<file path="src/design/assert_macros.svh">
// Assertion macros shared by the vertex cache RTL.
`ifndef ASSERT_MACROS_SVH
`define ASSERT_MACROS_SVH

// Same-cycle implication, disabled while reset is asserted.
`define ASSERT_IMPLIES(lbl, clk, rst_n, ante, cons, msg) \
	lbl: assert property (@(posedge clk) disable iff (!rst_n) (ante) |-> (cons)) \
		else $error(msg);

// Next-cycle implication, disabled while reset is asserted.
`define ASSERT_NEXT(lbl, clk, rst_n, ante, cons, msg) \
	lbl: assert property (@(posedge clk) disable iff (!rst_n) (ante) |=> (cons)) \
		else $error(msg);

`endif

</file>
<file path="src/design/rbvc_ram.sv">
// Simple dual-port synchronous RAM with registered read.
module rbvc_ram #(
	parameter int WIDTH = 8,
	parameter int DEPTH = 16,
	localparam int AW = $clog2(DEPTH)
) (
	input  logic             clk,
	input  logic             we,
	input  logic [AW-1:0]    waddr,
	input  logic [WIDTH-1:0] wdata,
	input  logic [AW-1:0]    raddr,
	output logic [WIDTH-1:0] rdata
);

	logic [WIDTH-1:0] mem [DEPTH];

	// Write port
	always_ff @(posedge clk) begin
		if (we) begin
			mem[waddr] <= wdata;
		end
	end

	// Registered read port, old data on a same-address write
	always_ff @(posedge clk) begin
		rdata <= mem[raddr];
	end

endmodule

</file>
<file path="config.mk">
export PLATFORM = sky130hd
export DESIGN_NAME = rbvc_ram
export DESIGN_NICKNAME = d
export VERILOG_FILES = /design/src/design/assert_macros.svh /design/src/design/rbvc_ram.sv
export SDC_FILE = /design/constraint.sdc
export NUM_CORES = 1
export LEC_CHECK = 0
export ABC_AREA = 1
export CAP_MARGIN = 10
export CORE_MARGIN = 2
export CORE_UTILIZATION = 45
export CTS_BUF_LIST = sky130_fd_sc_hd__clkbuf_4 sky130_fd_sc_hd__clkbuf_8 sky130_fd_sc_hd__clkbuf_16
export DETAILED_ROUTE_END_ITERATION = 10
export DONT_BUFFER_PORTS = 1
export RECOVER_POWER = 100
export SKIP_CTS_REPAIR_TIMING = 1
export SLEW_MARGIN = 20
export SYNTH_ARGS = -nofsm -noshare
export SYNTH_HDL_FRONTEND = slang
export SYNTH_SLANG_ARGS = --single-unit
</file>
<file path="constraint.sdc">
create_clock -name clk -period 1.24 [get_ports clk]
set_input_delay 0.062 -clock clk [delete_from_list [all_inputs] [get_ports clk]]
set_output_delay 0.062 -clock clk [all_outputs]
set_load 0.02 [all_outputs]
</file>
==> impl_metrics.env <==
export IMPL_final_setup_viol_count=0
export IMPL_power_frac_seq_pct=48.2
export IMPL_multi_input_area_um2=1214
export IMPL_ir_worst_vdd_v=0.0008988
export IMPL_pwr_density_cell_nw_per_um2=1635
export IMPL_timing_final_crit_share_pct=80.39
export IMPL_avgRoutedWirePerCell_um=17.38
export IMPL_routabilityCongestion=0.7948
export IMPL_fin_skew_ns=0.007051
export IMPL_cts_inserted_buffers=17
export IMPL_tightest_slew_ns=0.7301
export IMPL_start_kind="flop"
export IMPL_hold_path_end="rdata[2]$_DFF_P_"
export IMPL_internal_power_w=0.008640
export IMPL_n_antenna_cell=0
export IMPL_switching_share_pct=20.25
export IMPL_power_leakage_nw=2.802
export IMPL_clkTransAtPathRegs_ns=0.06
export IMPL_grt_pass1_wl_mm=20.45
export IMPL_cp_arrival_ns=1.31
export IMPL_cp_data_required_time_ns=1.55
export IMPL_grt_ovfl_total=0
export IMPL_dr_pass1_iters=4
export IMPL_die_area_um2=13740
export IMPL_hold_violations=8
export IMPL_maxCapViolations=0
export IMPL_cts_sinks=136
export IMPL_htree_num_levels=4
export IMPL_dp_hpwl_mm=7.911
export IMPL_grt_max_degree=66
export IMPL_ys_seq_area_share_pct=69.43
export IMPL_dr_total_vias=3769
export IMPL_rrSetupSlack_ns=0.24
export IMPL_switchingPower_w=0.002194
export IMPL_synth_fp_nets=569
export IMPL_ios=26
export IMPL_drtAntennaViolNets=0
export IMPL_r2r_start="mem[0][2]$_DFFE_PP_"
export IMPL_yosys_warnings=0
export IMPL_comb_power_share_pct=4.6
export IMPL_drc=0
export IMPL_slew_headroom_pct=51.33
export IMPL_reg2reg_depth=6
export IMPL_dieHeight_um=117.2
export IMPL_synth_largest_area_cell="edfxtp_1"
export IMPL_synth_top_area_share_pct=66.65
export IMPL_r2r_end="rdata[2]$_DFF_P_"
export IMPL_grt_setup_unrepaired="false"
export IMPL_syn_avg_cell_area_um2=10.47
export IMPL_cts_tree="done"
export IMPL_clk_latency_ns=0.41
export IMPL_yosys_top_cells_area="edfxtp_1 67%, nand2_1 11%, nand3_1 8.4%"
export IMPL_coreArea_um2=12570
export IMPL_area_delta_synth_final_pct=14.93
export IMPL_syn_cell_area_um2=5767
export IMPL_grt_pass1_vias=3649
export IMPL_max_freq_mhz=1003
export IMPL_power_frac_clock_pct=47.1
export IMPL_register_area_um2=4004
export IMPL_tns_ns=0
export IMPL_layout_min_cycle_time_ns=0.9969
export IMPL_vias_per_cell=4.959
export IMPL_root_buffer="clkbuf_16"
export IMPL_die_w_um=117.2
export IMPL_clock_path_buffers=2
export IMPL_synth_cell_types=12
export IMPL_failed_checks="negative hold slack"
export IMPL_maxSlewViolCount=0
export IMPL_hold_class="in -> reg"
export IMPL_criticalPathCategory="reg -> reg"
export IMPL_start_util_pct=45.88
export IMPL_drt_initial_drc_count=287
export IMPL_port_buffers=0
export IMPL_hp_start="raddr[2]"
export IMPL_fin_nets=593
export IMPL_track_usage_pct=20.87
export IMPL_path_max_fanout=1
export IMPL_cp_end_kind="flop"
export IMPL_holdWs_ns=-0.1454
export IMPL_holdPathStages=3
export IMPL_antenna_found_initial=1
export IMPL_fillers=1135
export IMPL_wirelength_mm=13.21
export IMPL_num_rows=41
export IMPL_drive_above_1_share_pct=6.122
export IMPL_synthCells=551
export IMPL_status="finished, violations left"
export IMPL_synth_seq_cells=136
[state kept, by name, summed over array words and instances, names as in the netlist]
signal and cells:
mem 128, rdata 8
[through the flow]
stage | std cells | total power (W) | utilization (%) | setup WS (ns) | instance area, um^2
3_3_place_gp | 719 | 0.005728 | 47.67 | 0.2494 | 5991
2_1_floorplan | 551 | 0.005660 | - | 0.2272 | 5767
5_1_grt | 760 | 0.01117 | 52.73 | 0.1644 | 6628
3_5_place_dp | 719 | 0.005738 | 47.67 | 0.2391 | 5991
4_1_cts | 751 | 0.01080 | 52.49 | 0.2197 | 6598
6_report | 760 | 0.01083 | 52.73 | 0.2431 | 6628
[final cells by class]
class	count	share of cell area (%)
sequential	136	60.41
multi-input combinational	289	18.31
clock buffer	22	7.268
inverter	102	5.777
tap	172	3.247
timing repair buffer	29	3.096
clock inverter	10	1.888
[layout by cell type, fill, tap and decap left out]
cell           instances
bufinv_16              3
inv_2                  2
clkbuf_4               2
clkinv_2               4
clkinv_1               2
clkbuf_16             17
edfxtp_1             128
dlygate4sd3_1          9
dfxtp_1                8
nand2_1              173
buf_4                  2
clkinvlp_4             1
clkbuf_8               3
nand3b_1               2
nand3_1               97
clkbuf_1              16
nor2_1                17
buf_12                 2
inv_1                100
[cells by family (layout without fill, tap and decap cells)]
logic type | count (synthesis) | in the layout | synth area share, %
flip-flops | 136 | 136 | 69.43
AND/OR/NAND/NOR | 289 | 289 | 21.05
buffers and inverters | 126 | 163 | 9.525
[layer usage]
metal / global-route usage, % / vias to the layer above / routed length (um)
li1: - / 1819 / -
met1: 28.05 / 1783 / 5759
met2: 32.45 / 144 / 6181
met3: 5.973 / 21 / 897
met4: 7.843 / 2 / 359
met5: 0 / - / 13
[cells in the mapped netlist]
master / n
inv_2: 2
buf_1: 1
nand3_1: 97
buf_6: 6
dfxtp_1: 8
nor2_1: 17
nand2_1: 173
edfxtp_1: 128
buf_2: 13
nand3b_1: 2
inv_1: 100
buf_4: 4
[worst max path at each step]
| stage | start | endpoint | slack (ns) |
|---|---|---|---|
| finish | mem[0][2]$_DFFE_PP_ | rdata[2]$_DFF_P_ | 0.24 |
| global route | mem[9][1]$_DFFE_PP_ | rdata[1]$_DFF_P_ | 0.16 |
| CTS | rdata[2]$_DFF_P_ | rdata[2] | 0.22 |
| detailed placement | mem[0][2]$_DFFE_PP_ | rdata[2]$_DFF_P_ | 0.24 |
| global placement | raddr[0] | rdata[3]$_DFF_P_ | 0.25 |
| floorplan | waddr[2] | mem[10][0]$_DFFE_PP_ | 0.23 |
[power by group through the flow]
stage | Sequential (W) | Combinational [W] | Clock, W
3_5_place_dp | 0.00532 | 0.000418 | 0
3_3_place_gp | 0.00532 | 0.000411 | 0
5_1_grt | 0.00523 | 0.000569 | 0.00537
2_1_floorplan | 0.00530 | 0.000363 | 0
4_1_cts | 0.00523 | 0.000419 | 0.00516
6_report | 0.00522 | 0.000502 | 0.00511
[critical path, stage by stage, from the launching register on]
cell,delay (ns)
edfxtp_1,0.37
inv_1,0.07
nand2_1,0.05
nand3_1,0.07
nand3_1,0.11
nand3_1,0.16
nand2_1,0.07
(Power assumes the default switching activity.)
